### src/hw/rtl/pwm_divider_wrap_calculator_unit_assert.svh
// Assertion helpers, clocked on aclk and disabled while aresetn is low.
`ifndef PWM_DIVIDER_WRAP_CALCULATOR_UNIT_ASSERT_SVH
`define PWM_DIVIDER_WRAP_CALCULATOR_UNIT_ASSERT_SVH

// Same-cycle implication.
`define PWMDW_ASSERT_NOW(lbl, ante, cons, msg) \
    lbl: assert property (@(posedge aclk) disable iff (!aresetn) (ante) |-> (cons)) \
        else $error(msg);

// Next-cycle implication.
`define PWMDW_ASSERT_NEXT(lbl, ante, cons, msg) \
    lbl: assert property (@(posedge aclk) disable iff (!aresetn) (ante) |=> (cons)) \
        else $error(msg);

`endif

### src/hw/rtl/pwmdw_pkg.sv
`timescale 1ns / 1ps
package pwmdw_pkg;
    localparam int CLK_W             = 29;
    localparam int FREQ_W            = 28;
    localparam int LVL_W             = 17;
    localparam int WRAP_W            = 16;
    localparam int DINT_W            = 16;
    localparam int DFRAC_W           = 8;
    localparam int DIV_FRAC_BITS_DEF = 8;
    localparam int LOOP_PERIOD_W     = 18;
    localparam int NATIVE_PERIOD_SH  = 16;
    localparam int NATIVE_CODE_SH    = 12;
    localparam int NAT_FRAC_BITS     = 4;
    localparam int PROD_W            = LVL_W + WRAP_W;
    localparam int LVL_FRAC_BITS     = 16;

    localparam logic [CLK_W-1:0]         CLK_RESET       = CLK_W'(125000000);
    localparam logic [LOOP_PERIOD_W-1:0] LOOP_PERIOD     = LOOP_PERIOD_W'(131074);
    localparam logic [DINT_W-1:0]        NAT_SAT_INT     = DINT_W'(255);
    localparam logic [DFRAC_W-1:0]       NAT_SAT_FRAC    = DFRAC_W'(8'hF0);
    localparam logic [WRAP_W-1:0]        WRAP_MAX        = '1;
    localparam logic [WRAP_W-1:0]        WRAP_MIN        = WRAP_W'(1);
    localparam logic [PROD_W:0]          ROUND_HALF      = (PROD_W + 1)'(32768);

    typedef struct packed {
        logic              loop_mode;
        logic              below_one;
        logic              zero_freq;
        logic [LVL_W-1:0]  level_a;
        logic [LVL_W-1:0]  level_b;
    } side_t;
endpackage

### src/hw/rtl/pwmdw_div.sv
`timescale 1ns / 1ps
module pwmdw_div #(
    parameter int FRAC_BITS = pwmdw_pkg::DIV_FRAC_BITS_DEF,
    localparam int NUM_W = pwmdw_pkg::CLK_W + FRAC_BITS,
    localparam int DEN_W = pwmdw_pkg::FREQ_W + pwmdw_pkg::LOOP_PERIOD_W,
    localparam int QUO_W = FRAC_BITS + 13
) (
    input  logic             aclk,
    input  logic             aresetn,
    input  logic             in_valid,
    output logic             in_ready,
    input  logic [NUM_W-1:0] in_num,
    input  logic [DEN_W-1:0] in_den,
    input  pwmdw_pkg::side_t in_side,
    output logic             out_valid,
    input  logic             out_ready,
    output logic [QUO_W-1:0] out_quo,
    output logic             out_rem_nz,
    output pwmdw_pkg::side_t out_side
);
    import pwmdw_pkg::*;

    logic             v_reg    [QUO_W];
    logic [DEN_W-1:0] rem_reg  [QUO_W];
    logic [QUO_W-1:0] sh_reg   [QUO_W];
    logic [DEN_W-1:0] den_reg  [QUO_W];
    side_t            side_reg [QUO_W];

    logic             p_v    [QUO_W];
    logic [DEN_W-1:0] p_rem  [QUO_W];
    logic [QUO_W-1:0] p_sh   [QUO_W];
    logic [DEN_W-1:0] p_den  [QUO_W];
    side_t            p_side [QUO_W];
    logic [DEN_W-1:0] rem_next [QUO_W];
    logic [QUO_W-1:0] sh_next  [QUO_W];
    logic [QUO_W:0]   rdy;

    assign rdy[QUO_W] = out_ready;

    for (genvar k = 0; k < QUO_W; k++) begin : g_step
        logic [DEN_W:0] trial;
        logic           ge;

        if (k == 0) begin : g_first
            assign p_v[k]    = in_valid;
            assign p_rem[k]  = DEN_W'(in_num[NUM_W-1:QUO_W]);
            assign p_sh[k]   = in_num[QUO_W-1:0];
            assign p_den[k]  = in_den;
            assign p_side[k] = in_side;
        end else begin : g_next
            assign p_v[k]    = v_reg[k-1];
            assign p_rem[k]  = rem_reg[k-1];
            assign p_sh[k]   = sh_reg[k-1];
            assign p_den[k]  = den_reg[k-1];
            assign p_side[k] = side_reg[k-1];
        end

        assign rdy[k] = !v_reg[k] || rdy[k+1];

        always_comb begin
            trial       = {p_rem[k], p_sh[k][QUO_W-1]};
            ge          = trial >= {1'b0, p_den[k]};
            rem_next[k] = ge ? DEN_W'(trial - {1'b0, p_den[k]}) : DEN_W'(trial);
            sh_next[k]  = {p_sh[k][QUO_W-2:0], ge};
        end

        always_ff @(posedge aclk) begin
            if (!aresetn) begin
                v_reg[k] <= 1'b0;
            end else if (rdy[k]) begin
                v_reg[k] <= p_v[k];
            end
        end

        always_ff @(posedge aclk) begin
            if (rdy[k] && p_v[k]) begin
                rem_reg[k]  <= rem_next[k];
                sh_reg[k]   <= sh_next[k];
                den_reg[k]  <= p_den[k];
                side_reg[k] <= p_side[k];
            end
        end
    end

    assign in_ready   = rdy[0];
    assign out_valid  = v_reg[QUO_W-1];
    assign out_quo    = sh_reg[QUO_W-1];
    assign out_rem_nz = |rem_reg[QUO_W-1];
    assign out_side   = side_reg[QUO_W-1];
endmodule

### config.mk
export PLATFORM = sky130hd
export DESIGN_NAME = pwmdw_div
export DESIGN_NICKNAME = d
export VERILOG_FILES = /design/src/hw/rtl/pwm_divider_wrap_calculator_unit_assert.svh /design/src/hw/rtl/pwmdw_pkg.sv /design/src/hw/rtl/pwmdw_div.sv
export SDC_FILE = /design/constraint.sdc
export NUM_CORES = 2
export LEC_CHECK = 0
export ABC_CLOCK_PERIOD_IN_PS = 24200
export BUFFER_PORTS_ARGS = -buffer_cell sky130_fd_sc_hd__buf_4
export CAP_MARGIN = 15
export CELL_PAD_IN_SITES_DETAIL_PLACEMENT = 1
export CELL_PAD_IN_SITES_GLOBAL_PLACEMENT = 1
export CORE_MARGIN = 3
export CORE_UTILIZATION = 55
export DETAILED_ROUTE_END_ITERATION = 8
export PLACE_DENSITY_LB_ADDON = 0.1
export SLEW_MARGIN = 20
export SYNTH_ARGS = -nofsm -noshare
export SYNTH_HDL_FRONTEND = slang
export SYNTH_SLANG_ARGS = --single-unit
export TNS_END_PERCENT = 10
### constraint.sdc
create_clock -name aclk -period 24.2 [get_ports aclk]
set_input_delay 4.84 -clock aclk [delete_from_list [all_inputs] [get_ports aclk]]
set_output_delay 4.84 -clock aclk [all_outputs]
set_load 0.02 [all_outputs]
### Yosys cells after proc, flatten, opt, wreduce, memory -nomap -nowiden

Memory sizes are Yosys's and may differ from the RTL's.
Cells that the tools add are included.

| word-level totals | value |
|---|---|
| register bits | 0 |
| memories kept | 5 |
| input port bits | 124 |
| RAM bits | 3171 |

Memories:

| memory | words | width | read ports | clocked after memory_dff | wr ports | RTL line | RTL |
|---|---|---|---|---|---|---|---|
| den_reg | 21 | 46 | 20 | 0 | 21 | pwmdw_div.sv:26 | `logic [DEN_W-1:0] den_reg [QUO_W];` |
| rem_reg | 21 | 46 | 21 | 0 | 21 | pwmdw_div.sv:24 | `logic [DEN_W-1:0] rem_reg [QUO_W];` |
| side_reg | 21 | 37 | 21 | 0 | 21 | pwmdw_div.sv:27 | `side_t side_reg [QUO_W];` |
| sh_reg | 21 | 21 | 21 | 0 | 21 | pwmdw_div.sv:25 | `logic [QUO_W-1:0] sh_reg [QUO_W];` |
| v_reg | 21 | 1 | 21 | 0 | 21 | pwmdw_div.sv:23 | `logic v_reg [QUO_W];` |

| operators by class | value |
|---|---|
| order comparisons | 21 |
| mux-type cells | 148 |
| bitwise gates (word level) | 21 |
| reductions and logical operators | 64 |
| $add $sub $neg | 21 |

Operators with widths:

| cell | count |
|---|---|
| $mux 46 | 21 |
| $ge 47x46->1 | 20 |
| $sub 46x46->46 | 20 |
| $mux 1 | 127 |
| $ge 17x46->1 | 1 |
| $reduce_or 46->1 | 1 |
| $sub 17x46->46 | 1 |
| $logic_and 1x1->1 | 21 |
| $logic_not 1->1 | 21 |
| $logic_or 1x1->1 | 21 |
| $or 1x1->1 | 21 |

### Logic depth before layout (Yosys ltp)

An unclocked memory read counts as a cell.

| depth | value |
|---|---|
| depth in word-level cells | 27 |
| depth in mapped cells | 18 |
| depth with buffers taken out | 15 |

### Least setup slack after synthesis

OpenSTA, ideal clock, no wires.

| timing path | value |
|---|---|
| kind | input-to-reg |
| start point | input out_ready |
| end point | memory v_reg[12][0] (netlist: v_reg[1][4]), data pin |
| stages | 7 |
| library setup time | 0.215 ns |
| data arrival time | 17.398 ns |
| buffers on the path | 0 |
| setup slack | 6.587 ns |
| path through | nor2b_1 > and3_1 > and3_1 > and2_1 > and3_1 > a21boi_0 > and2_1 |

RTL lines:

| item | RTL line | RTL |
|---|---|---|
| start, declared | pwmdw_div.sv:16 | `input logic out_ready,` |
| end, declared | pwmdw_div.sv:23 |  |

### Worst setup path in the final report

| timing path | value |
|---|---|
| start point | input out_ready |
| end point | output in_ready |

| between the ends | value |
|---|---|
| longest elaborated chain between the ends | 21 |

Ends and longest elaborated chain:

| item | RTL line | RTL |
|---|---|---|
| $logic_or 1x1->1 (21 in series) | pwmdw_div.sv:58 | `assign rdy[k] = !v_reg[k] \|\| rdy[k+1];` |
| end, declared | pwmdw_div.sv:11 | `output logic in_ready,` |

Every way passes these cells.

==> metrics.cfg <==
[power]
power_frac_comb_pct=3.8
report.power.total_mw=11.6
ir_drop_mv=0.0652
power.internal_mw=9.03
seqPwrFrac_pct=51.8
switchingPower_mw=2.55
clockPowerShare_pct=44.4
swShare_pct=22.0
p_per_area_mw_per_mm2=67.1
p_leak_nw=66.0

[floorplan]
core_area_mm2=0.281
fp.dieW_um=539
top_level_ports=185
fp.dieArea_mm2=0.290
die_h_um=539
start_util_pct=55.5
fp-row-count=194

[cts]
cts_tree=yes
cts_buffers=327
post_cts_resized=0
h-tree-depth=5
cts_buffer_depth=4
cts_hold_buf=0
cts_setup_buffers=0
clkTransAtPathRegs_ns=0.06
cts_root_buf=clkbuf_16
clock_latency_ns=0.95
cts_sinks=3125

[timing]
fmax_mhz=69.5
skew_ns=0.0955
relSlewSlack_pct=21.3
setup_viol=0
fin_crit_sh_pct=59.5
fin_tns_setup_ns=0
hold_viol_final=0
period_needed_ns=14.40
fin_ws_ns=9.80
slew_violations=0
rsz0062_at_grt=no
tightest_slew_ns=1.17

[synthesis]
synth_seq_area_share_pct=60.1
synth_area_mm2=0.156
synthesis.nets=13900
synth_ff_type=edfxtp_1
yosysUniqueCellTypes=107
ys_warn_count=0
synth-seq-cells=3125
synth_area_per_cell_um2=12.2
synth_edf_count=3124
synthCells=12800
synthArstFlopShare_pct=0

[flow_run]
cap_violations=0

[critical_path]
path_class=input port to output pin
critical_path_arrival_ns=9.56
cpPeakStageDelay_ns=0.62
cpMostUsedCell=and3_1
cp_slowest_cell=nor2b_1
cp.required_ns=19.36
r2r-start=v_reg[2][4]$_DFFE_PP_
critical_path.startpoint_type=input port
end_kind=output pin
crit_start=out_ready
worstPathMaxFanout=7
crit_chain=buf_4 > nor2b_1 > and3_1 > and3_1 > and2_1 > and3_1 > and3_1 > nand3_1 > nor2_1 > nand3_1 > nor2_1 > nand2_1 > buf_4

[layout]
multi_input_area_mm2=0.0568
seqCellArea_mm2=0.0938
nFillCells=27800
final_common_cell=edfxtp_1
utilization_pct=61.5
drive_above_1_share_pct=8.49
finish.net_count=14200
layout_common_cells=edfxtp_1 (3124), a21oi_1 (1301), inv_1 (1187)
largest_register_ffs=966
area_delta_synth_final_pct=10.7

[drt]
vias=104000
vias_per_cell=6.07
routed_wl_mm=445
ant_nets=0
wl_per_cell_um=26.0
dr.pass1.iters=6
drtIter0Drc=7804
drc=0

[place]
gp_congestion=0.932
place_ws_ns=9.88
dp_hpwl_mm=327
port_buffers=184

[grt]
gr-total-overflow=0
grt_first_pass_wirelength_mm=674
grt_pass1_vias=110000
grt_max_degree=142
grtUsageTotal_pct=30.1
antenna_found_initial=14

[worst_hold_path]
hp-start=den_reg[2][81]$_DFFE_PP_
holdCritPathClass=flop to flop

[run_status]
outcome=completed

-- power groups by stage --
stage,combinational (mW),clock (mW),sequential [mW]
3_3_place_gp,0.406,0,6.11
6_report,0.437,5.14,6.00
2_1_floorplan,0.294,0,6.09
3_5_place_dp,0.425,0,6.11
5_1_grt,0.476,5.46,6.00
4_1_cts,0.435,5.24,6.00
-- cells by family after synthesis --
group	count (synthesis)	synth area share, %
DFF	3125	60.1
AOI/OAI and AO/OA	3378	13.4
muxes	275	2.00
buffers and inverters	1487	3.67
and+or+nand+nor	2769	8.30
adders and majority gates	958	7.78
xor gates and xnor gates	838	4.70
-- through the flow --
stage / hold slack, ns / instance area (µm²) / instances
after floorplan: 0.400 / 156000 / 12800
after global routing: 0.403 / 173000 / 17100
final: 0.399 / 173000 / 17100
after CTS: 0.398 / 173000 / 17100
after detailed placement: 0.405 / 162000 / 16500
after global placement: 0.400 / 162000 / 16500
-- layout make-up --
type	count	area share (%)
Antenna cell	8	0.0116
Timing Repair Buffer	270	1.19
Inverter	1189	2.58
Tap cell	3724	2.70
Sequential cell	3125	54.3
Clock buffer	372	4.86
Clock inverter	209	1.43
Multi-Input combinational cell	8218	32.9
-- cells in the mapped netlist (51+ instances only) --
library cell	number	area, µm²
a211oi_1	81	608
and2_1	56	350
buf_2	60	300
o21bai_1	135	1010
mux2_2	237	2670
nand2_1	751	2820
edfxtp_1	3124	93800
a31oi_1	88	551
a21o_1	472	3540
o31ai_1	69	518
ha_1	937	11700
nor2_1	889	3340
xnor2_1	513	4490
xor2_1	325	2850
and3_1	87	544
a21oi_1	1302	6520
nand3_1	205	1030
nand4_1	177	1110
clkbuf_1	214	803
nand2b_1	129	807
o21ai_0	658	3290
nor3_1	138	691
o21a_1	126	946
nor2b_1	154	963
inv_1	1187	4460
o211ai_1	51	383
-- routing by layer --
layer  wire [µm]  vias to the layer above  global-route usage [%]
met5          26                        -                       0
met4       20600                        4                    12.2
met3       19600                      923                    3.63
met2      231000                     2849                    54.8
met1      174000                    52200                    36.0
li1            -                    47900                       -
-- final timing paths --
path                                    end  slack (ns)  depth (start not counted)
hold reg to reg   den_reg[2][127]$_DFFE_PP_        0.40                          0
setup reg to reg   side_reg[0][2]$_DFFE_PP_       17.59                         14
setup / recovery                   in_ready        9.80                         13
hold / removal    den_reg[2][127]$_DFFE_PP_        0.40                          0
-- critical path, delay by kind of cell --
family                 cells  cell delay, ns
and+or+nand+nor           11            4.38
buffers and inverters      2            0.30
(Power assumes the default switching activity.)
