File: config.mk
export PLATFORM = sky130hd
export DESIGN_NAME = pwmdw_post
export DESIGN_NICKNAME = d
export VERILOG_FILES = /design/src/hw/rtl/pwmdw_pkg.sv /design/src/hw/rtl/pwmdw_post.sv
export VERILOG_INCLUDE_DIRS = /design/src /design/src/hw/rtl
export SDC_FILE = /design/constraint.sdc
export NUM_CORES = 1
export LEC_CHECK = 0
export BUFFER_PORTS_ARGS = -buffer_cell sky130_fd_sc_hd__buf_2
export CAP_MARGIN = 40
export CORE_MARGIN = 2
export CORE_UTILIZATION = 49
export CTS_BUF_LIST = sky130_fd_sc_hd__clkbuf_8
export DETAILED_ROUTE_END_ITERATION = 16
export PLACE_DENSITY = 0.71
export RECOVER_POWER = 50
export SETUP_SLACK_MARGIN = 0.05
export SLEW_MARGIN = 10
export SYNTH_ARGS = -nofsm -noshare
export SYNTH_HDL_FRONTEND = slang
export SYNTH_SLANG_ARGS = --single-unit
File: constraint.sdc
create_clock -name aclk -period 8.85 [get_ports aclk]
set_input_delay 0.885 -clock aclk [delete_from_list [all_inputs] [get_ports aclk]]
set_output_delay 0.885 -clock aclk [all_outputs]
set_load 0.05 [all_outputs]
File: src/hw/rtl/pwm_divider_wrap_calculator_unit_assert.svh
// Assertion helpers, clocked on aclk and disabled while aresetn is low.
`ifndef PWM_DIVIDER_WRAP_CALCULATOR_UNIT_ASSERT_SVH
`define PWM_DIVIDER_WRAP_CALCULATOR_UNIT_ASSERT_SVH

// Same-cycle implication.
`define PWMDW_ASSERT_NOW(lbl, ante, cons, msg) \
    lbl: assert property (@(posedge aclk) disable iff (!aresetn) (ante) |-> (cons)) \
        else $error(msg);

// Next-cycle implication.
`define PWMDW_ASSERT_NEXT(lbl, ante, cons, msg) \
    lbl: assert property (@(posedge aclk) disable iff (!aresetn) (ante) |=> (cons)) \
        else $error(msg);

`endif

File: src/hw/rtl/pwmdw_pkg.sv
`timescale 1ns / 1ps
package pwmdw_pkg;
    localparam int CLK_W             = 29;
    localparam int FREQ_W            = 28;
    localparam int LVL_W             = 17;
    localparam int WRAP_W            = 16;
    localparam int DINT_W            = 16;
    localparam int DFRAC_W           = 8;
    localparam int DIV_FRAC_BITS_DEF = 8;
    localparam int LOOP_PERIOD_W     = 18;
    localparam int NATIVE_PERIOD_SH  = 16;
    localparam int NATIVE_CODE_SH    = 12;
    localparam int NAT_FRAC_BITS     = 4;
    localparam int PROD_W            = LVL_W + WRAP_W;
    localparam int LVL_FRAC_BITS     = 16;

    localparam logic [CLK_W-1:0]         CLK_RESET       = CLK_W'(125000000);
    localparam logic [LOOP_PERIOD_W-1:0] LOOP_PERIOD     = LOOP_PERIOD_W'(131074);
    localparam logic [DINT_W-1:0]        NAT_SAT_INT     = DINT_W'(255);
    localparam logic [DFRAC_W-1:0]       NAT_SAT_FRAC    = DFRAC_W'(8'hF0);
    localparam logic [WRAP_W-1:0]        WRAP_MAX        = '1;
    localparam logic [WRAP_W-1:0]        WRAP_MIN        = WRAP_W'(1);
    localparam logic [PROD_W:0]          ROUND_HALF      = (PROD_W + 1)'(32768);

    typedef struct packed {
        logic              loop_mode;
        logic              below_one;
        logic              zero_freq;
        logic [LVL_W-1:0]  level_a;
        logic [LVL_W-1:0]  level_b;
    } side_t;
endpackage

File: src/hw/rtl/pwmdw_post.sv
`timescale 1ns / 1ps
module pwmdw_post #(
    parameter int FRAC_BITS = pwmdw_pkg::DIV_FRAC_BITS_DEF,
    localparam int QUO_W = FRAC_BITS + 13
) (
    input  logic                          aclk,
    input  logic                          aresetn,
    input  logic                          in_valid,
    output logic                          in_ready,
    input  logic [QUO_W-1:0]              in_quo,
    input  logic                          in_rem_nz,
    input  pwmdw_pkg::side_t              in_side,
    output logic                          out_valid,
    input  logic                          out_ready,
    output logic [pwmdw_pkg::WRAP_W-1:0]  out_wrap,
    output logic [pwmdw_pkg::DINT_W-1:0]  out_dint,
    output logic [pwmdw_pkg::DFRAC_W-1:0] out_dfrac,
    output logic [pwmdw_pkg::WRAP_W-1:0]  out_cmp_a,
    output logic [pwmdw_pkg::WRAP_W-1:0]  out_cmp_b,
    output logic                          out_too_low
);
    import pwmdw_pkg::*;
    `include "pwm_divider_wrap_calculator_unit_assert.svh"

    localparam int LCODE_W = DINT_W + FRAC_BITS;

    logic               v1_reg, v2_reg, v3_reg, rdy1, rdy2, rdy3;
    logic [WRAP_W-1:0]  wrap1_reg, wrap2_reg, wrap3_reg, wrap_next;
    logic [DINT_W-1:0]  dint1_reg, dint2_reg, dint3_reg, dint_next;
    logic [DFRAC_W-1:0] dfrac1_reg, dfrac2_reg, dfrac3_reg, dfrac_next;
    logic               tl1_reg, tl2_reg, tl3_reg, tl_next;
    logic [LVL_W-1:0]   la1_reg, lb1_reg, lb_next;
    logic [PROD_W-1:0]  pa2_reg, pb2_reg;
    logic [WRAP_W-1:0]  ca_next, cb_next, ca3_reg, cb3_reg;
    logic [LCODE_W-1:0] qx;
    logic [PROD_W:0]    sa, sb;

    assign rdy3     = !v3_reg || out_ready;
    assign rdy2     = !v2_reg || rdy3;
    assign rdy1     = !v1_reg || rdy2;
    assign in_ready = rdy1;

    always_comb begin
        qx         = LCODE_W'(in_quo);
        wrap_next  = WRAP_MAX;
        dint_next  = DINT_W'(1);
        dfrac_next = '0;
        tl_next    = 1'b0;
        lb_next    = in_side.loop_mode ? '0 : in_side.level_b;
        if (in_side.zero_freq) begin
            tl_next = 1'b1;
        end else if (in_side.below_one) begin
            if (!in_side.loop_mode) begin
                wrap_next = (in_quo >= QUO_W'(2)) ? WRAP_W'(in_quo - QUO_W'(1)) : WRAP_MIN;
            end else begin
                wrap_next = (in_quo >= QUO_W'(3)) ? WRAP_W'(in_quo - QUO_W'(2)) : WRAP_MIN;
            end
        end else if (!in_side.loop_mode) begin
            tl_next    = (in_quo > QUO_W'(4095)) || ((in_quo == QUO_W'(4095)) && in_rem_nz);
            dint_next  = DINT_W'(in_quo[NATIVE_CODE_SH-1:NAT_FRAC_BITS]);
            dfrac_next = DFRAC_W'(in_quo[NAT_FRAC_BITS-1:0]) << (DFRAC_W - NAT_FRAC_BITS);
        end else begin
            tl_next    = (qx == '1) && in_rem_nz;
            dint_next  = qx[LCODE_W-1:FRAC_BITS];
            dfrac_next = DFRAC_W'(qx[FRAC_BITS-1:0]) << (DFRAC_W - FRAC_BITS);
        end
        if (tl_next) begin
            wrap_next = WRAP_MAX;
            if (in_side.loop_mode) begin
                dint_next  = '1;
                dfrac_next = DFRAC_W'({FRAC_BITS{1'b1}}) << (DFRAC_W - FRAC_BITS);
            end else begin
                dint_next  = NAT_SAT_INT;
                dfrac_next = NAT_SAT_FRAC;
            end
        end
    end

    always_comb begin
        sa      = (PROD_W + 1)'(pa2_reg) + ROUND_HALF;
        sb      = (PROD_W + 1)'(pb2_reg) + ROUND_HALF;
        ca_next = (sa[PROD_W:LVL_FRAC_BITS] > (PROD_W + 1 - LVL_FRAC_BITS)'(WRAP_MAX))
                  ? WRAP_MAX : WRAP_W'(sa[PROD_W:LVL_FRAC_BITS]);
        cb_next = (sb[PROD_W:LVL_FRAC_BITS] > (PROD_W + 1 - LVL_FRAC_BITS)'(WRAP_MAX))
                  ? WRAP_MAX : WRAP_W'(sb[PROD_W:LVL_FRAC_BITS]);
    end

    always_ff @(posedge aclk) begin
        if (!aresetn) begin
            v1_reg <= 1'b0;
            v2_reg <= 1'b0;
            v3_reg <= 1'b0;
        end else begin
            if (rdy1) v1_reg <= in_valid;
            if (rdy2) v2_reg <= v1_reg;
            if (rdy3) v3_reg <= v2_reg;
        end
    end

    always_ff @(posedge aclk) begin
        if (rdy1 && in_valid) begin
            wrap1_reg  <= wrap_next;
            dint1_reg  <= dint_next;
            dfrac1_reg <= dfrac_next;
            tl1_reg    <= tl_next;
            la1_reg    <= in_side.level_a;
            lb1_reg    <= lb_next;
        end
        if (rdy2 && v1_reg) begin
            pa2_reg    <= PROD_W'(la1_reg) * PROD_W'(wrap1_reg);
            pb2_reg    <= PROD_W'(lb1_reg) * PROD_W'(wrap1_reg);
            wrap2_reg  <= wrap1_reg;
            dint2_reg  <= dint1_reg;
            dfrac2_reg <= dfrac1_reg;
            tl2_reg    <= tl1_reg;
        end
        if (rdy3 && v2_reg) begin
            ca3_reg    <= ca_next;
            cb3_reg    <= cb_next;
            wrap3_reg  <= wrap2_reg;
            dint3_reg  <= dint2_reg;
            dfrac3_reg <= dfrac2_reg;
            tl3_reg    <= tl2_reg;
        end
    end

    assign out_valid   = v3_reg;
    assign out_wrap    = wrap3_reg;
    assign out_dint    = dint3_reg;
    assign out_dfrac   = dfrac3_reg;
    assign out_cmp_a   = ca3_reg;
    assign out_cmp_b   = cb3_reg;
    assign out_too_low = tl3_reg;

    `PWMDW_ASSERT_NOW(a_wrap_nonzero, v3_reg, wrap3_reg != '0, "wrap is zero")
    `PWMDW_ASSERT_NOW(a_sat_wrap, v3_reg && tl3_reg, wrap3_reg == WRAP_MAX, "saturated wrap")
    `PWMDW_ASSERT_NOW(a_dint_nonzero, v3_reg, dint3_reg != '0, "divider below one")
    `PWMDW_ASSERT_NEXT(a_advance, v2_reg && rdy3, v3_reg, "stage lost transaction")
endmodule

## Word-level counts from Yosys, hierarchy flattened

Cells that the tools add are included.

| word-level totals | value |
|---|---|
| latch bits | 0 |
| flip-flop bits (word level) | 258 |
| input bits | 63 |
| memory bits (writable) | 0 |
| word-level logic and storage cells | 62 |
| bits in read-only memories | 0 |
| memories kept | 0 |
| output and inout bits | 75 |

| cells by class | value |
|---|---|
| bitwise logic cells | 1 |
| multipliers | 2 |
| equal/unequal tests | 1 |
| div/mod/pow operators | 0 |
| mux-type cells | 16 |
| shift-type cells | 0 |
| reductions and logical operators | 12 |
| magnitude comparators | 5 |
| $add $sub $neg | 4 |

Operators with widths:

| kind | count |
|---|---|
| $mux 16 | 6 |
| $add 33x16->34 const B | 2 |
| $mul 17x16->33 | 2 |
| $ge 21x2->1 const B | 2 |
| $gt 18x16->1 const B | 2 |
| $mux 8 | 4 |
| $mux 13 | 2 |
| $eq 21x12->1 const B | 1 |
| $gt 21x12->1 const B | 1 |
| $sub 16x1->16 const B | 1 |
| $sub 16x2->16 const B | 1 |
| $logic_and 1x1->1 | 4 |
| $logic_or 1x1->1 | 4 |
| $mux 4 | 1 |
| $logic_not 1->1 | 3 |
| $mux 1 | 3 |
| $reduce_or 3->1 | 1 |
| $not 1->1 | 1 |

## Depth between registers and ports, before layout

| logic depth | value |
|---|---|
| depth in word-level cells | 7 |
| depth in mapped cells | 23 |

## Worst setup path before layout

No wires, ideal clock.

| timing path | value |
|---|---|
| kind | in2reg |
| from | input port out_ready |
| to | register dfrac2_reg[0] (enable) |
| cell stages on the path | 2 |
| library setup time | 0.623 ns |
| slack | 1.797 ns |
| data arrival time | 6.430 ns |
| cell sequence | nor2b_1 a21boi_0 |

| on the way | value |
|---|---|
| longest elaborated chain between the ends | 3 |

RTL lines:

| what | line | source |
|---|---|---|
| start: declaration | pwmdw_post.sv:14 | `input logic out_ready,` |
| $logic_or 1x1->1 | pwmdw_post.sv:38 | `assign rdy3 = !v3_reg \|\| out_ready;` |
| $logic_or 1x1->1 | pwmdw_post.sv:39 | `assign rdy2 = !v2_reg \|\| rdy3;` |
| $logic_and 1x1->1 | pwmdw_post.sv:109 | `if (rdy2 && v1_reg) begin` |
| end signal: assignment | pwmdw_post.sv:114 | `dfrac2_reg <= dfrac1_reg;` |
| end: declaration | pwmdw_post.sv:30 | `logic [DFRAC_W-1:0] dfrac1_reg, dfrac2_reg, dfrac3_reg, dfrac_next;` |

No other way between the ends.
A chain may end at the register's enable or synchronous reset.

## Final worst setup path

| timing path | value |
|---|---|
| from | register wrap1_reg[3] |
| to | register pa2_reg[31], data pin |

| on the way | value |
|---|---|
| longest elaborated chain between the ends | 1 |

RTL lines:

| what | line | source |
|---|---|---|
| start: declaration | pwmdw_post.sv:28 | `logic [WRAP_W-1:0] wrap1_reg, wrap2_reg, wrap3_reg, wrap_next;` |
| start signal: assignment | pwmdw_post.sv:102 | `wrap1_reg <= wrap_next;` |
| $mul 17x16->33 | pwmdw_post.sv:110 | `pa2_reg <= PROD_W'(la1_reg) * PROD_W'(wrap1_reg);` |
| end signal: assignment | pwmdw_post.sv:110 |  |
| end: declaration | pwmdw_post.sv:33 | `logic [PROD_W-1:0] pa2_reg, pb2_reg;` |

No other way between the ends.

==> reports/results.txt <==
status -> complete, but fails checks
failing checks -> max-capacitance violations, max-slew violations
Post-CTS Hold Fix Bufs -> 0
RSZ-0062 raised after global routing -> no
Syn Inst Count -> 2510
Netlist Area Pre-Place -> 25700 sq um
First-pass DRT Iterations -> 6
worst-path maximum fanout -> 18
max incr delay on CP -> 0.82 ns
vias post-DR -> 17800
CP endpoint kind -> flop
Area growth, synth to finish -> 7.92%
Critical Path RT -> 9.18 ns
layout cells sized above 1 -> 7.81%
DRT antenna net count -> 0
Yosys top cell area share -> 32.2%
initial DRC count -> 1168
Avg WL per Cell -> 17.5 um
gp weighted congestion -> 0.868
CTS tree -> built
CTS H-tree lvls -> 2
WL final -> 58.3 mm
Congestion Overflow GR -> 0
Synth warnings -> 0
CP Class -> flop to flop
min Tclk post-route -> 7.44 ns
max_slew headroom -> -147%
Bufs and invs on worst path -> 4
synth unique cells -> 63
Worst-Margin Slew -> 3.70 ns
count of boundary I/O pins -> 138
largest net degree at the start of global routing -> 65
most used cell, CP -> fa_1
hold path cells -> 0
Post-synth top flop -> edfxtp_1
Crit path max-delay family -> adder cells
ys async rst share -> 0%
via/cell ratio -> 5.34
CTS Buffer Depth -> 3
setup TNS -> 0 ns
Hold Path Class -> flop to flop
# rows -> 84
final setup violation count -> 0
Max Clock Freq -> 134 MHz
Initial Utilization -> 49.3%
fin. max-slew vios -> 413
Setup Buffers After CTS -> 0
first-pass GRT wire length -> 96.6 mm
Worst-Skew Late Latency -> 0.60 ns
syn_nets -> 3200
number of global-route vias before repair -> 19500
post-cts resize count -> 0
cells on worst reg2reg path -> 20
CP max-delay cell -> edfxtp_1
fill count -> 4613
# port buffers -> 137
Die Y-Extent -> 233 um
WP data arrival -> 7.77 ns
period utilization -> 84.1%
Nets -> 3298
Seq/Total Area, Yosys -> 25.8%
clock-pin slew of the registers on the worst-case setup and hold paths -> 0.06 ns
Mean Syn Cell Area -> 10.3 sq um
CP Depth -> 20
die footprint -> 54400 sq um
Final Hold Viols -> 0
post-synth top area cell -> fa_1
DP Wirelength -> 44.6 mm
ant diodes -> 0
Startpoint Class -> flop
clk sinks -> 222
Area contributors post-synth -> fa_1, edfxtp_1, ha_1, inv_1, and2_1
CTS buffer count -> 40
Synth Register Bits -> 222
initial antenna violation count -> 0
Die X-Extent -> 233 um
Final Skew -> 0.0244 ns
crit path cell chain -> clkbuf_1 -> nand2_1 -> fa_1 -> fa_1 -> fa_1 -> inv_1 -> fa_1 -> fa_1 -> inv_1 -> fa_1 -> inv_1 -> ha_1 -> and3_1 -> and3_1 -> a22oi_1 -> nand3_1 -> and2_1 -> o41a_1 -> a31oi_1 -> o211ai_1
root buffer cell -> clkbuf_8
Post-synth EDFFs -> 219
DRC errors left -> 0
Core Region -> 52200 sq um
gr usage total -> 22.6%
Max Cap Violations -> 13
-- per-layer routing --
layer / share of wire, % / up-vias / wire [um] / track usage (%)
li1: - / 7985 / - / -
met1: 41 / 8994 / 24200 / 29.5
met2: 48 / 660 / 28100 / 37.5
met3: 7.3 / 125 / 4230 / 4.37
met4: 3.1 / 0 / 1810 / 8.40
met5: 0 / - / 0 / 0
-- cells in the final DEF (no fill, tap or decap), types with 6 or more instances in the layout --
| master | instances |
|---|---|
| and2_1 | 253 |
| inv_1 | 510 |
| nand4_1 | 12 |
| clkbuf_8 | 40 |
| nor2b_1 | 32 |
| a31oi_1 | 12 |
| nand2b_1 | 6 |
| clkinv_1 | 11 |
| nand3_1 | 23 |
| nor2_1 | 37 |
| buf_2 | 132 |
| nor3_1 | 10 |
| mux2i_1 | 13 |
| fa_1 | 414 |
| a21oi_1 | 48 |
| xor2_1 | 26 |
| o211ai_1 | 7 |
| edfxtp_1 | 219 |
| nand2_1 | 367 |
| o21a_1 | 13 |
| xnor2_1 | 39 |
| ha_1 | 213 |
| o21ai_0 | 47 |
| and3_1 | 23 |
| a21o_1 | 27 |
| clkbuf_1 | 24 |
-- cell families (layout without fill, tap and decap cells) --
logic type,Yosys count,in the layout,share of synthesized area (%)
flip-flops,222,222,25.8
buffers and inverters,608,737,9.07
XOR/XNOR,65,65,2.21
multiplexers,13,13,0.505
AO/OA/AOI/OAI,191,191,4.79
adder cells (fa/ha/maj),627,627,42.6
AND/OR/NAND/NOR,784,784,15.1
-- through the flow --
stage | utilization (%) | cell area (sq um) | hold slack (ns) | setup WS (ns) | std cells
after floorplan | - | 25700 | 0.400 | 1.80 | 2510
after CTS | 53.5 | 27900 | 0.403 | 1.96 | 3327
final | 53.2 | 27800 | 0.418 | 1.41 | 3327
after global routing | 53.2 | 27800 | 0.417 | 0.978 | 3327
after global placement | 51.7 | 27000 | 0.401 | 2.01 | 3245
after detailed placement | 52.0 | 27100 | 0.405 | 2.00 | 3254
-- Yosys cell counts, types with 3 or more instances --
master and n:
o21ai_0 47, dfxtp_1 3, ha_1 213, and3_1 23
o211ai_1 7, nand2b_1 6, inv_1 501, buf_6 3
nand3_1 23, a41oi_1 3, mux2i_1 13, xnor2_1 39
nand2_1 367, a31oi_1 13, nor2b_1 33, edfxtp_1 219
nor2_1 37, o21a_1 13, nor3_1 10, a211oi_1 4
nand4_1 12, a21oi_1 48, clkbuf_1 98, nor4_1 4
xor2_1 26, a221oi_1 5, fa_1 414, a21o_1 27
o21bai_1 3, and2_1 253
-- path summary, 6_finish.rpt --
check,startpoint,to,slack [ns]
max,wrap1_reg[3]$_SDFFCE_PP1P_,pa2_reg[31]$_DFFE_PP_,1.41
min,dint2_reg[14]$_DFFE_PP_,out_dint[14]$_DFFE_PP_,0.42
max reg2reg,wrap1_reg[3]$_SDFFCE_PP1P_,pa2_reg[31]$_DFFE_PP_,1.41
min reg2reg,dint2_reg[14]$_DFFE_PP_,out_dint[14]$_DFFE_PP_,0.42
-- final cells by class --
class / count / area [sq um] / share of cell area, %
clock buffer: 40 / 551 / 1.98
multi-input combinational: 1680 / 16800 / 60.5
tap: 688 / 861 / 3.10
sequential: 222 / 6640 / 23.9
inverter: 501 / 1880 / 6.77
timing repair buffer: 163 / 818 / 2.95
clock inverter: 33 / 229 / 0.824
Power is not shown: default switching activity piles up to over one toggle a cycle in this logic, so the estimate is an artifact.
