**src/hw/rtl/pwm_divider_wrap_calculator_unit_assert.svh**
```systemverilog
// Assertion helpers, clocked on aclk and disabled while aresetn is low.
`ifndef PWM_DIVIDER_WRAP_CALCULATOR_UNIT_ASSERT_SVH
`define PWM_DIVIDER_WRAP_CALCULATOR_UNIT_ASSERT_SVH

// Same-cycle implication.
`define PWMDW_ASSERT_NOW(lbl, ante, cons, msg) \
    lbl: assert property (@(posedge aclk) disable iff (!aresetn) (ante) |-> (cons)) \
        else $error(msg);

// Next-cycle implication.
`define PWMDW_ASSERT_NEXT(lbl, ante, cons, msg) \
    lbl: assert property (@(posedge aclk) disable iff (!aresetn) (ante) |=> (cons)) \
        else $error(msg);

`endif

```
**src/hw/rtl/pwmdw_pkg.sv**
```systemverilog
`timescale 1ns / 1ps
package pwmdw_pkg;
    localparam int CLK_W             = 29;
    localparam int FREQ_W            = 28;
    localparam int LVL_W             = 17;
    localparam int WRAP_W            = 16;
    localparam int DINT_W            = 16;
    localparam int DFRAC_W           = 8;
    localparam int DIV_FRAC_BITS_DEF = 8;
    localparam int LOOP_PERIOD_W     = 18;
    localparam int NATIVE_PERIOD_SH  = 16;
    localparam int NATIVE_CODE_SH    = 12;
    localparam int NAT_FRAC_BITS     = 4;
    localparam int PROD_W            = LVL_W + WRAP_W;
    localparam int LVL_FRAC_BITS     = 16;

    localparam logic [CLK_W-1:0]         CLK_RESET       = CLK_W'(125000000);
    localparam logic [LOOP_PERIOD_W-1:0] LOOP_PERIOD     = LOOP_PERIOD_W'(131074);
    localparam logic [DINT_W-1:0]        NAT_SAT_INT     = DINT_W'(255);
    localparam logic [DFRAC_W-1:0]       NAT_SAT_FRAC    = DFRAC_W'(8'hF0);
    localparam logic [WRAP_W-1:0]        WRAP_MAX        = '1;
    localparam logic [WRAP_W-1:0]        WRAP_MIN        = WRAP_W'(1);
    localparam logic [PROD_W:0]          ROUND_HALF      = (PROD_W + 1)'(32768);

    typedef struct packed {
        logic              loop_mode;
        logic              below_one;
        logic              zero_freq;
        logic [LVL_W-1:0]  level_a;
        logic [LVL_W-1:0]  level_b;
    } side_t;
endpackage

```
**src/hw/rtl/pwmdw_prep.sv**
```systemverilog
`timescale 1ns / 1ps
module pwmdw_prep #(
    parameter int FRAC_BITS = pwmdw_pkg::DIV_FRAC_BITS_DEF,
    localparam int NUM_W = pwmdw_pkg::CLK_W + FRAC_BITS,
    localparam int DEN_W = pwmdw_pkg::FREQ_W + pwmdw_pkg::LOOP_PERIOD_W
) (
    input  logic                        aclk,
    input  logic                        aresetn,
    input  logic                        in_valid,
    output logic                        in_ready,
    input  logic                        in_loop,
    input  logic [pwmdw_pkg::FREQ_W-1:0] in_freq,
    input  logic [pwmdw_pkg::LVL_W-1:0]  in_la,
    input  logic [pwmdw_pkg::LVL_W-1:0]  in_lb,
    input  logic [pwmdw_pkg::CLK_W-1:0]  clk_hz,
    output logic                        out_valid,
    input  logic                        out_ready,
    output logic [NUM_W-1:0]            out_num,
    output logic [DEN_W-1:0]            out_den,
    output pwmdw_pkg::side_t            out_side
);
    import pwmdw_pkg::*;

    logic              v1_reg, v2_reg, rdy1, rdy2;
    logic              loop1_reg;
    logic [FREQ_W-1:0] freq1_reg;
    logic [LVL_W-1:0]  la1_reg, lb1_reg;
    logic [CLK_W-1:0]  clk1_reg;
    logic [DEN_W-1:0]  dl1_reg, dl_next;
    logic [NUM_W-1:0]  num2_reg, num_next;
    logic [DEN_W-1:0]  den2_reg, den_next, den_nat;
    side_t             side2_reg, side_next;
    logic              below;

    assign rdy2     = !v2_reg || out_ready;
    assign rdy1     = !v1_reg || rdy2;
    assign in_ready = rdy1;
    assign dl_next  = DEN_W'(in_freq) * DEN_W'(LOOP_PERIOD);

    always_comb begin
        den_nat = DEN_W'(freq1_reg) << NATIVE_PERIOD_SH;
        below   = (freq1_reg != '0) &&
                  (loop1_reg ? (DEN_W'(clk1_reg) < dl1_reg) : (DEN_W'(clk1_reg) < den_nat));
        if (!loop1_reg && below) begin
            num_next = NUM_W'(clk1_reg) + NUM_W'(freq1_reg) - NUM_W'(1);
            den_next = DEN_W'(freq1_reg);
        end else if (!loop1_reg) begin
            num_next = NUM_W'(clk1_reg);
            den_next = DEN_W'(freq1_reg) << NATIVE_CODE_SH;
        end else if (below) begin
            num_next = NUM_W'(clk1_reg) + (NUM_W'(freq1_reg) << 1) - NUM_W'(1);
            den_next = DEN_W'(freq1_reg) << 1;
        end else begin
            num_next = NUM_W'(clk1_reg) << FRAC_BITS;
            den_next = dl1_reg;
        end
        side_next.loop_mode = loop1_reg;
        side_next.below_one = below;
        side_next.zero_freq = (freq1_reg == '0);
        side_next.level_a   = la1_reg;
        side_next.level_b   = lb1_reg;
    end

    always_ff @(posedge aclk) begin
        if (!aresetn) begin
            v1_reg <= 1'b0;
            v2_reg <= 1'b0;
        end else begin
            if (rdy1) v1_reg <= in_valid;
            if (rdy2) v2_reg <= v1_reg;
        end
    end

    always_ff @(posedge aclk) begin
        if (rdy1 && in_valid) begin
            loop1_reg <= in_loop;
            freq1_reg <= in_freq;
            la1_reg   <= in_la;
            lb1_reg   <= in_lb;
            clk1_reg  <= clk_hz;
            dl1_reg   <= dl_next;
        end
        if (rdy2 && v1_reg) begin
            num2_reg  <= num_next;
            den2_reg  <= den_next;
            side2_reg <= side_next;
        end
    end

    assign out_valid = v2_reg;
    assign out_num   = num2_reg;
    assign out_den   = den2_reg;
    assign out_side  = side2_reg;
endmodule

```
**config.mk**
```make
export PLATFORM = sky130hd
export DESIGN_NAME = pwmdw_prep
export DESIGN_NICKNAME = d
export VERILOG_FILES = /design/src/hw/rtl/pwm_divider_wrap_calculator_unit_assert.svh /design/src/hw/rtl/pwmdw_pkg.sv /design/src/hw/rtl/pwmdw_prep.sv
export SDC_FILE = /design/constraint.sdc
export NUM_CORES = 1
export LEC_CHECK = 0
export ABC_AREA = 1
export BUFFER_PORTS_ARGS = -buffer_cell sky130_fd_sc_hd__buf_4
export CORE_MARGIN = 5
export CORE_UTILIZATION = 49
export CTS_BUF_LIST = sky130_fd_sc_hd__clkbuf_16
export DETAILED_ROUTE_END_ITERATION = 12
export PLACE_DENSITY = 0.72
export SLEW_MARGIN = 20
export SYNTH_ARGS = -nofsm -noshare
export SYNTH_HDL_FRONTEND = slang
export SYNTH_SLANG_ARGS = --single-unit
```
**constraint.sdc**
```tcl
create_clock -name aclk -period 18.1 [get_ports aclk]
set_input_delay 0.905 -clock aclk [delete_from_list [all_inputs] [get_ports aclk]]
set_output_delay 0.905 -clock aclk [all_outputs]
set_load 0.005 [all_outputs]
```
Word level (Yosys, flattened, before mapping)
Index checks and enable logic that the tools add are counted.

Register bits: 259. Input port bits: 96. Output and inout port bits: 122. Word-level logic and storage cells: 44.

Add/sub/neg operators: 4. $mul: 1. $lt $le $gt $ge: 2. Multiplexer cells: 7. Bitwise operators: 1. Reduce and logical (&&, ||, !) cells: 12.

Operators by type and width (count): 37-bit 2-to-1 mux (3); 40-bit 2-to-1 mux (2); 30-bit by 1-bit subtractor with 31-bit output, second input constant (2); 29-bit by 46-bit < comparator with 1-bit output (1); 28-bit by 17-bit multiplier with 45-bit output, second input constant (1); 29-bit by 44-bit < comparator with 1-bit output (1); 29-bit by 28-bit adder with 30-bit output (1); 29-bit by 29-bit adder with 30-bit output (1); 28-bit logical NOT (1); 28-bit 2-to-1 mux (1); 28-bit nonzero test (1); 1-bit logical AND (4); 1-bit logical NOT (3); 3-bit OR reduction (1); 1-bit logical OR (2); 1-bit 2-to-1 mux (1); 1-bit inverter (1).

Logic depth before layout (Yosys ltp)
Gate-level depths: netlist of the first run.

Depth in word-level cells: 6. Gate-level depth with buffers: 21. Mapped depth without buffers: 21.

Least setup slack after synthesis of the first run
Ideal clock, no wire load.

Kind: input-to-reg. Start point: input port out_ready. End point: register den2_reg[0] (netlist: out_den[0]) (enable). Setup time: 0.638 ns. Arrival time: 6.724 ns. Required time: 17.462 ns. Path slack: 10.738 ns. Cell stages on the path: 2. Buffers on the path: 0. Cell sequence: inv_1 a21oi_1.

Word-level cells in the longest chain between the ends: 2.

Ends and longest elaborated chain: from (decl) (RTL line pwmdw_prep.sv:17) `input logic out_ready,`; 1-bit logical OR (RTL line pwmdw_prep.sv:35) `assign rdy2 = !v2_reg || out_ready;`; 1-bit logical AND (RTL line pwmdw_prep.sv:83) `if (rdy2 && v1_reg) begin`; to (signal assigned) (RTL line pwmdw_prep.sv:85) `den2_reg <= den_next;`; to (decl) (RTL line pwmdw_prep.sv:31) `logic [DEN_W-1:0] den2_reg, den_next, den_nat;`.

No other way between the ends. A chain may end at the register's enable or synchronous reset.

Final worst setup path of the first run
Start point: register loop1_reg. End point: register num2_reg[30] (netlist: out_num[30]), data pin.

Word-level cells in the longest chain between the ends: 5. Elaborated cells between the ends (all ways): 7. Classes of those cells: mux: 4; reduce/logical: 3.

Ends and longest elaborated chain: from (decl) (RTL line pwmdw_prep.sv:25) `logic loop1_reg;`; from (signal assigned) (RTL line pwmdw_prep.sv:76) `loop1_reg <= in_loop;`; 1-bit 2-to-1 mux (RTL line pwmdw_prep.sv:43) `(loop1_reg ? (DEN_W'(clk1_reg) < dl1_reg) : (DEN_W'(clk1_reg) < den_nat));`; 1-bit logical AND (RTL line pwmdw_prep.sv:42) `below = (freq1_reg != '0) &&`; 37-bit 2-to-1 mux (RTL line pwmdw_prep.sv:50) `end else if (below) begin`; 37-bit 2-to-1 mux (RTL line pwmdw_prep.sv:47) `end else if (!loop1_reg) begin`; 37-bit 2-to-1 mux (*) (RTL line pwmdw_prep.sv:44) `if (!loop1_reg && below) begin`; via num_next[30] (RTL line pwmdw_prep.sv:30) `logic [NUM_W-1:0] num2_reg, num_next;`; to (signal assigned) (RTL line pwmdw_prep.sv:84) `num2_reg <= num_next;`; to (decl) (RTL line pwmdw_prep.sv:30).

The timed path passes the listed nets; every way through them passes the cells marked *.

==> results of run 1 <==
-- cells in the mapped netlist --
library cell	n	area share [%]
inv_1	327	7.7
buf_1	4	0.094
o21bai_1	9	0.42
nand3_1	89	2.8
a221oi_1	2	0.11
and2_1	1	0.039
xor2_1	36	2.0
nand2_1	450	11
xnor2_1	23	1.3
clkbuf_1	10	0.23
a21bo_2	1	0.063
a21o_1	6	0.28
edfxtp_1	241	45
o2111ai_1	1	0.055
nand4_2	1	0.078
o21ai_0	51	1.6
nor3_1	13	0.41
o21ai_2	3	0.16
buf_4	6	0.28
buf_6	3	0.21
ha_1	189	15
o31ai_1	1	0.047
a31oi_1	4	0.16
o21a_1	6	0.28
nand2_2	1	0.039
nor2_1	107	2.5
buf_2	9	0.28
a21boi_2	1	0.070
inv_2	21	0.49
nor4_1	4	0.16
or2_2	1	0.039
nor3b_1	1	0.047
a21boi_0	5	0.23
o22ai_1	11	0.43
a21oi_1	88	2.8
o21ai_1	26	0.81
a211oi_1	1	0.047
o211ai_1	20	0.94
nand4_1	30	1.2
nand3_2	2	0.13
dfxtp_1	2	0.25
nor3_2	1	0.063
a22oi_1	4	0.19
nand3b_1	3	0.14
fa_1	3	0.38
-- logic make-up (layout without fill, tap and decap cells) --
logic type	after synthesis	after routing	synth area share [%]
xor+xnor	59	59	3.23
buf+inv	380	619	9.27
fa+ha+maj	192	192	15.2
compound gates	240	240	8.65
flops	243	243	45.5
simple gates	704	704	18.2
-- metal layers --
metal / share of wire [%] / wire (um) / vias up
met4: 2.2 / 1050 / 0
met1: 42 / 20600 / 6286
met2: 48 / 23300 / 494
li1: - / - / 6467
met3: 7.6 / 3670 / 57
met5: 0 / 0 / -
-- how the worst max path moves through the flow --
stage / start / endpoint / slack (ps) / cells after the start
final: loop1_reg / out_num[30] / 13450 / 13
after global routing: loop1_reg / out_num[15] / 13170 / 14
after CTS: loop1_reg / out_num[30] / 13500 / 12
after detailed placement: loop1_reg / out_num[30] / 13510 / 12
after global placement: loop1_reg / out_num[15] / 13670 / 14
after floorplan: out_ready / out_den[0] / 10740 / 2
-- per-stage QoR --
stage | hold slack, ps | cell area (um^2) | util, % | total power [mW] | setup slack (ps)
2_1_floorplan | 400 | 16000 | - | 0.980 | 10740
3_3_place_gp | 400 | 18100 | 55.8 | 1.13 | 13670
3_5_place_dp | 405 | 18100 | 55.8 | 1.13 | 13510
4_1_cts | 413 | 18900 | 58.2 | 1.63 | 13500
5_1_grt | 422 | 18900 | 58.2 | 1.71 | 13170
6_report | 414 | 18900 | 58.2 | 1.62 | 13450
-- cell type report --
cell class	instances	area, um^2	share of cell area (%)
Timing Repair Buffer	224	1680	8.92
Clock inverter	21	134	0.710
Tap cell	442	553	2.93
Multi-Input combinational cell	1195	7250	38.4
Inverter	348	1310	6.94
Clock buffer	26	651	3.45
Sequential cell	243	7280	38.6
-- report_power, final --
group | switching (mW) | internal (mW)
clock | 0.216 | 0.275
sequential | 0.0178 | 0.669
combinational | 0.281 | 0.162
==> impl_metrics.csv, run 1 <==
group,metric,value,unit
final_layout,nets,2326,
global_route,use_met3,3.84,%
drt,viasPerCell,5.32,
power_and_ir_drop,p_leak,9.18,nW
critical_path,worstPathMaxFanout,73,
clock_network,cts_num_sinks,243,
critical_path,r2r_slack,13450,ps
timing,setup_viol,0,
final_layout,layout_commonest_cell,"nand2_1",
drt,drt-wirelength-per-cell,19.4,um
final_layout,drive_gt1_share,14.3,%
logic_synthesis,ys_warn_count,0,
critical_path,rr_worst_depth,13,
logic_synthesis,netlist_area,0.0160,mm^2
logic_synthesis,yosysSeqAreaShare,45.5,%
global_route,grt_pass1_vias,13000,
critical_path,r2r_start,"loop1_reg",
placed_design,dp_hpwl,38.6,mm
critical_path,critPathBufInv,5,
final_layout,syn2layout_area_growth,17.9,%
run,maxCapViolCount,0,
final_layout,n_antenna_cell,0,
die,floorplan.initialDensity,49.4,%
timing,period_share,25.7,%
drt,dr_total_vias,13300,
clock_network,cts_made_buffers,26,
die,core,0.0324,mm^2
clock_network,clock_latency,560,ps
die,die_area,0.0363,mm^2
critical_path,startpoint_type,"flip-flop",
logic_synthesis,synth_nets,2106,
drt,drtPass1Iterations,5,
die,core.rowCount,66,
logic_synthesis,yosys_register_bits,243,
die,die_x,191,um
critical_path,crit_chain,"buf_4 -> inv_2 -> buf_4 -> nor2_1 -> nand4_1 -> nor4_1 -> nand2_1 -> nand3_4 -> buf_4 -> inv_1 -> nand2_2 -> o211ai_1 -> nand2_1",
timing,slew_viol_final,0,
clock_network,htreeDepth,1,
clock_network,cts_tree,"yes",
critical_path,rr_endpoint,"out_num[30]",
logic_synthesis,syn_inst,1818,
global_route,met2_usage,44.0,%
placed_design,gp_congestion,0.981,
critical_path,cp_common_cell,"buf_4",
clock_network,clkSlewWorstSetupHoldPaths,60,ps
clock_network,cts_hold_buf,0,
hold_path,hold_start,"la1_reg[7]",
critical_path,path_class,"reg2reg",
final_layout,largest_register_ffs,46,
timing,min_period,4650,ps
power_and_ir_drop,ir_drop,0.0743,mV
critical_path,end_kind,"flip-flop",
timing,finClkSkew,33.5,ps
critical_path,cp.arrival,5040,ps
clock_network,cts_buffer_depth,3,
timing,tns,0,ps
global_route,grt_pass1_wl,73.2,mm
final_layout,final_cell_mix,"nand2_1, inv_1, edfxtp_1",
timing,finalHoldViolCount,0,
timing,rsz0062_at_grt,"false",
critical_path,crit_required,18490,ps
global_route,grt_usage,26.1,%
global_route,grt_max_degree,84,
timing,slew_headroom,25.2,%
critical_path,critPathTopFamily,"buffers and inverters",
hold_path,hold_end,"out_side[24]",
global_route,antenna_found_initial,0,
final_layout,instances_no_fill,2499,
logic_synthesis,synth.avg_cell_area,8.80,um^2
drt,first_iter_violations,1214,
drt,drtAntennaViolNets,0,
critical_path,cp_slowest_stage_delay,610,ps
clock_network,post_cts_buffers,0,
power_and_ir_drop,p_per_area,86.0,mW/mm^2
hold_path,min_path_cells,0,
final_layout,fill_cells,2937,
drt,drt_wl_total,48.5,mm
drt,drc,0,
global_route,grt.met1_usage,36.2,%
timing,worst_pin_slew,1120,ps
global_route,overflow,0,
clock_network,root_buffer,"clkbuf_16",
logic_synthesis,ys_types,45,
placed_design,dpl.cell_count,2452,
placed_design,port-buffer-count,217,
clock_network,post_cts_resized,0,
die,die_h,191,um
die,io_pins,218,
hold_path,hp-class,"reg2reg",
run_status,outcome,"finished, final reports clean",
timing,fmaxAchievable,0.215,GHz
global_route,grt_busiest_layer,"met2",
critical_path,crit_slowest_cell,"buf_4",
Note: power is estimated with default switching activity, not from simulation.
==> inputs of run 2 (changes only) <==
==> constraint.sdc (replaced) <==
create_clock -name aclk -period 4.64 [get_ports aclk]
set_input_delay 0.232 -clock aclk [delete_from_list [all_inputs] [get_ports aclk]]
set_output_delay 0.232 -clock aclk [all_outputs]
set_load 0.005 [all_outputs]
==> run 2 against run 1 <==
  * Global-route usage increased by 2.6 points
  * Critical path depth increased by 2
  * Utilization increased by 3.3 points
  * Worst setup slack got worse by 12000 ps
  * Die area unchanged
  * Non-clock buffer count increased by 97
  * Via count increased by 4.6%
  * Clock-buffer cell count increased by 1
  * Sequential share of layout area decreased by 2.1 points
  * Critical endpoint is now out_num[3]
  * Largest power group unchanged
==> impl_metrics.csv, run 2 (synthesis gave the netlist of run 1 again) <==
group,metric,value,unit
timing,finalHoldViolCount,0,
die,die_x,191,um
power_and_ir_drop,seq_power_share,40.1,%
die,die_h,191,um
die,die_area,0.0363,mm^2
final_layout,nets,2424,
timing,setup_viol,0,
placed_design,port-buffer-count,217,
final_layout,drive_gt1_share,14.0,%
placed_design,gp_congestion,1.03,
timing,tns,0,ps
critical_path,rr_worst_depth,15,
placed_design,place_area,0.0181,mm^2
timing,min_period,3540,ps
run,maxCapViolCount,0,
critical_path,cp-startpoint,"freq1_reg[12]",
drt,drtAntennaViolNets,0,
drt,drt-wirelength-per-cell,20.7,um
global_route,grt_max_degree,93,
timing,slew_headroom,41.2,%
drt,drt_wl_total,53.7,mm
clock_network,clkSlewWorstSetupHoldPaths,70,ps
final_layout,multi_input_comb_area,0.00725,mm^2
critical_path,startpoint_type,"flip-flop",
critical_path,cp.arrival,3850,ps
power_and_ir_drop,p_sw,2.18,mW
hold_path,min_path_cells,3,
global_route,overflow,0,
placed_design,dp_hpwl,41.0,mm
global_route,grt_pass1_wl,80.1,mm
global_route,antenna_found_initial,0,
critical_path,r2r_start,"freq1_reg[12]",
power_and_ir_drop,intPower,4.50,mW
power_and_ir_drop,sw_frac_of_total,32.7,%
die,io_pins,218,
drt,first_iter_violations,1215,
timing,period_share,76.3,%
clock_network,cts_made_buffers,27,
global_route,grt_usage,28.8,%
timing,worst_slack,1100,ps
power_and_ir_drop,comb_power_share,27.8,%
drt,drtPass1Iterations,5,
power_and_ir_drop,p_clk_share,32.2,%
drt,drc,0,
run_status,outcome,"finished, final reports clean",
critical_path,worstPathMaxFanout,92,
critical_path,path_class,"reg2reg",
final_layout,post-route-util,61.5,%
power_and_ir_drop,p_per_area,335,mW/mm^2
drt,dr_total_vias,13900,
final_layout,final_cell_mix,"nand2_1, inv_1, edfxtp_1",
placed_design,dp_slack,1170,ps
clock_network,cts_num_sinks,243,
power_and_ir_drop,ir_drop,0.389,mV
drt,viasPerCell,5.36,
clock_network,htreeDepth,1,
final_layout,n_antenna_cell,0,
timing,finClkSkew,44.1,ps
critical_path,crit_required,4950,ps
final_layout,syn2layout_area_growth,24.6,%
timing,worst_pin_slew,882,ps
final_layout,final_area,0.0199,mm^2
clock_network,cts_tree,"yes",
clock_network,root_buffer,"clkbuf_16",
power_and_ir_drop,p_leak,9.61,nW
clock_network,cts_buffer_depth,3,
final_layout,register_area,0.00728,mm^2
timing,rsz0062_at_grt,"false",
timing,hold_slack,32.5,ps
final_layout,largest_register_ffs,46,
die,core,0.0324,mm^2
final_layout,fill_cells,2806,
hold_path,hp-class,"in2reg",
clock_network,clock_latency,570,ps
timing,slew_viol_final,0,
hold_path,hold_start,"in_valid",
critical_path,end_kind,"flip-flop",
final_layout,layout_commonest_cell,"nand2_1",
global_route,grt_pass1_vias,13600,
die,floorplan.initialDensity,49.4,%
die,core.rowCount,66,
timing,fmaxAchievable,0.282,GHz
==> run 2: final cells by class <==
| type | instances | share of cell area [%] |
|---|---|---|
| Inverter | 348 | 6.57 |
| Tap cell | 442 | 2.78 |
| Multi-Input combinational cell | 1195 | 36.4 |
| Sequential cell | 243 | 36.5 |
| Clock inverter | 22 | 1.02 |
| Clock buffer | 27 | 3.39 |
| Timing Repair Buffer | 321 | 13.3 |
==> run 2: worst paths after layout <==
check                      to  slack (ps)
hold reg to reg   out_side[4]         420
setup reg to reg   out_num[3]        1100
setup / recovery   out_num[3]        1100
hold / removal         v1_reg          30
==> run 2: power by group through the flow <==
stage          sequential [mW]  clock, mW  combinational, mW
2_1_floorplan             2.72          0               1.10
3_3_place_gp              2.71          0               1.74
3_5_place_dp              2.72          0               1.74
4_1_cts                   2.67       2.17               1.83
5_1_grt                   2.69       2.26               2.04
6_report                  2.68       2.15               1.85
==> run 2: metal layers <==
| metal | share of wire (%) | up-vias | global-route usage [%] |
|---|---|---|---|
| met5 | 0 | - | 0 |
| met4 | 3.2 | 0 | 8.15 |
| met3 | 6.8 | 91 | 3.88 |
| met2 | 48 | 594 | 47.6 |
| met1 | 42 | 6583 | 40.0 |
| li1 | - | 6651 | - |
==> run 2: through the flow <==
| step | cells | power, mW |
|---|---|---|
| 3_5_place_dp | 2455 | 4.46 |
| 3_3_place_gp | 2455 | 4.45 |
| 5_1_grt | 2598 | 6.99 |
| 6_report | 2598 | 6.68 |
| 2_1_floorplan | 1818 | 3.82 |
| 4_1_cts | 2598 | 6.67 |
==> run 2: timing repair <==
action | in CTS | in global routing
resized for setup | 0 | 0
buffers inserted | 0 | 0
hold buffers | 94 | 0
endpoints found under the hold margin | 94 | 0
==> run 2: critical path, cell delays in order (launching register included) <==
cell and delay, ps:
edfxtp_1 410, inv_1 240, ha_1 310, nor2_1 160, nand3_1 150, nor2_1 130, nand2_1 60, nand3_1 70
nand2_1 50, nand2_1 60, nand2_1 250, nand3_4 180, buf_12 420, nand2_1 490, nand2_1 200, o21ai_0 100
==> inputs of run 3 (changes only) <==
==> constraint.sdc (replaced) <==
create_clock -name aclk -period 3.5 [get_ports aclk]
set_input_delay 0.175 -clock aclk [delete_from_list [all_inputs] [get_ports aclk]]
set_output_delay 0.175 -clock aclk [all_outputs]
set_load 0.005 [all_outputs]
==> run 3 against run 2 <==
  * Clock power up 33%
  * Flip-flop and latch count unchanged
  * Total power up 33%
  * Largest cell class unchanged
  * Highest routed layer unchanged
  * Clock-buffer cell count unchanged
  * First-iteration DRC count down 7.7%
==> impl_metrics.csv, run 3 (synthesis gave the netlist of run 1 again) <==
group,metric,value,unit
die,die_area,0.0363,mm^2
placed_design,place_area,0.0182,mm^2
die,die_x,191,um
die,io_pins,218,
power_and_ir_drop,p_clk_share,32.3,%
power_and_ir_drop,p_sw,2.84,mW
timing,rsz0062_at_grt,"false",
timing,finalHoldViolCount,0,
clock_network,htreeDepth,1,
drt,drc,0,
placed_design,gp_congestion,0.980,
run_status,outcome,"finished, final reports clean",
die,die_h,191,um
timing,finClkSkew,25.8,ps
global_route,grt_pass1_vias,13900,
final_layout,register_area,0.00728,mm^2
global_route,grt_pass1_wl,79.6,mm
power_and_ir_drop,intPower,6.04,mW
timing,worst_pin_slew,922,ps
critical_path,path_class,"reg2reg",
power_and_ir_drop,p_per_area,442,mW/mm^2
drt,drt_wl_total,52.5,mm
timing,period_share,94.9,%
power_and_ir_drop,ir_drop,0.398,mV
critical_path,crit_chain,"inv_2 -> ha_1 -> inv_1 -> ha_1 -> fa_2 -> nand2_1 -> nand3_1 -> o21ai_0 -> o21bai_2 -> nand2_1 -> nand2_1 -> nand2_1 -> nand2_1 -> xor2_1 -> o21ai_1 -> nand2_1 -> nand2_1",
global_route,grt_max_degree,86,
die,core.rowCount,66,
critical_path,crit_required,3810,ps
final_layout,n_antenna_cell,0,
final_layout,nets,2441,
global_route,grt_usage,28.4,%
timing,setup_viol,0,
drt,first_iter_violations,1122,
critical_path,cp.arrival,3640,ps
drt,drtAntennaViolNets,0,
drt,dr_total_vias,13900,
clock_network,clkSlewWorstSetupHoldPaths,70,ps
clock_network,root_buffer,"clkbuf_16",
placed_design,dp_hpwl,40.7,mm
timing,min_period,3320,ps
final_layout,syn2layout_area_growth,25.7,%
final_layout,largest_register_ffs,46,
power_and_ir_drop,seq_power_share,40.0,%
drt,drt-wirelength-per-cell,20.1,um
critical_path,cp_common_cell,"nand2_1",
final_layout,post-route-util,62.1,%
critical_path,critPathBufInv,2,
power_and_ir_drop,comb_power_share,27.7,%
die,floorplan.initialDensity,49.4,%
final_layout,layout_commonest_cell,"nand2_1",
drt,drtPass1Iterations,6,
power_and_ir_drop,p_total,8.88,mW
placed_design,dpl.cell_count,2469,
clock_network,clock_latency,570,ps
timing,fmaxAchievable,0.301,GHz
drt,viasPerCell,5.33,
clock_network,cts_tree,"yes",
critical_path,worstPathMaxFanout,6,
clock_network,cts_num_sinks,243,
critical_path,end_kind,"flip-flop",
global_route,overflow,0,
critical_path,cp_slowest_stage_delay,450,ps
final_layout,final_area,0.0201,mm^2
final_layout,drive_gt1_share,14.8,%
final_layout,multi_input_comb_area,0.00726,mm^2
hold_path,hp-class,"in2reg",
final_layout,final_cell_mix,"nand2_1, inv_1, edfxtp_1",
global_route,antenna_found_initial,0,
power_and_ir_drop,p_leak,9.70,nW
clock_network,cts_made_buffers,27,
timing,tns,0,ps
placed_design,port-buffer-count,217,
final_layout,fill_cells,2826,
run,maxCapViolCount,0,
final_layout,instances_no_fill,2615,
power_and_ir_drop,sw_frac_of_total,32.0,%
critical_path,crit_slowest_cell,"edfxtp_1",
clock_network,cts_buffer_depth,3,
die,core,0.0324,mm^2
timing,slew_headroom,38.5,%
timing,slew_viol_final,0,
critical_path,critPathTopFamily,"adder cells",
critical_path,startpoint_type,"flip-flop",
[run 3: cell types whose count changed in the layout (fill, tap and decap cells not counted), moves of 2 or more]
cell,previous run,this run
buf_4,226,239
clkinvlp_4,1,5
clkinv_1,6,3
buf_12,1,3
dlygate4sd3_1,94,96
inv_1,329,331
inv_6,2,0
[run 3: worst paths after layout]
path / from / end / slack, ps / depth (start not counted)
worst max-delay path: freq1_reg[0] / out_num[29] / 180 / 17
worst min-delay path: clk_hz[11] / clk1_reg[11] / 330 / 2
worst max register to register: freq1_reg[0] / out_num[29] / 180 / 17
worst min register to register: lb1_reg[12] / out_side[12] / 420 / 0
[run 3: area by class of cell]
class / count / share of cell area (%)
inverters: 348 / 6.51
flip-flops and latches: 243 / 36.2
repair buffers: 338 / 14.0
clock buffers: 27 / 3.36
well taps: 442 / 2.75
clock inverters: 22 / 1.05
multi-input cells: 1195 / 36.1
[run 3: per-layer routing]
metal | vias to the layer above | track usage, % | wire length (um)
li1 | 6701 | - | -
met5 | - | 0 | 0
met4 | 0 | 7.10 | 1300
met2 | 572 | 47.4 | 25000
met1 | 6584 | 38.2 | 21500
met3 | 80 | 5.62 | 4740
[run 3: power by group through the flow]
stage          registers, mW  logic (mW)  clock network, mW
6_report                3.55        2.45               2.87
3_5_place_dp            3.61        2.31                  0
5_1_grt                 3.57        2.73               3.03
3_3_place_gp            3.60        2.30                  0
4_1_cts                 3.55        2.41               2.89
2_1_floorplan           3.60        1.46                  0
[run 3: repair_timing]
action | CTS | global route
endpoints found under the hold margin | 106 | 0
resized for setup | 0 | 4
setup buffers | 0 | 1
endpoints found under the setup margin | 0 | 8
hold buffers | 96 | 0
[run 3: stage by stage]
stage	setup slack (ps)	hold slack, ps
finish	179	331
global route	6.73	323
CTS	57.1	307
detailed placement	64.5	354
global placement	35.9	353
floorplan	97.9	274
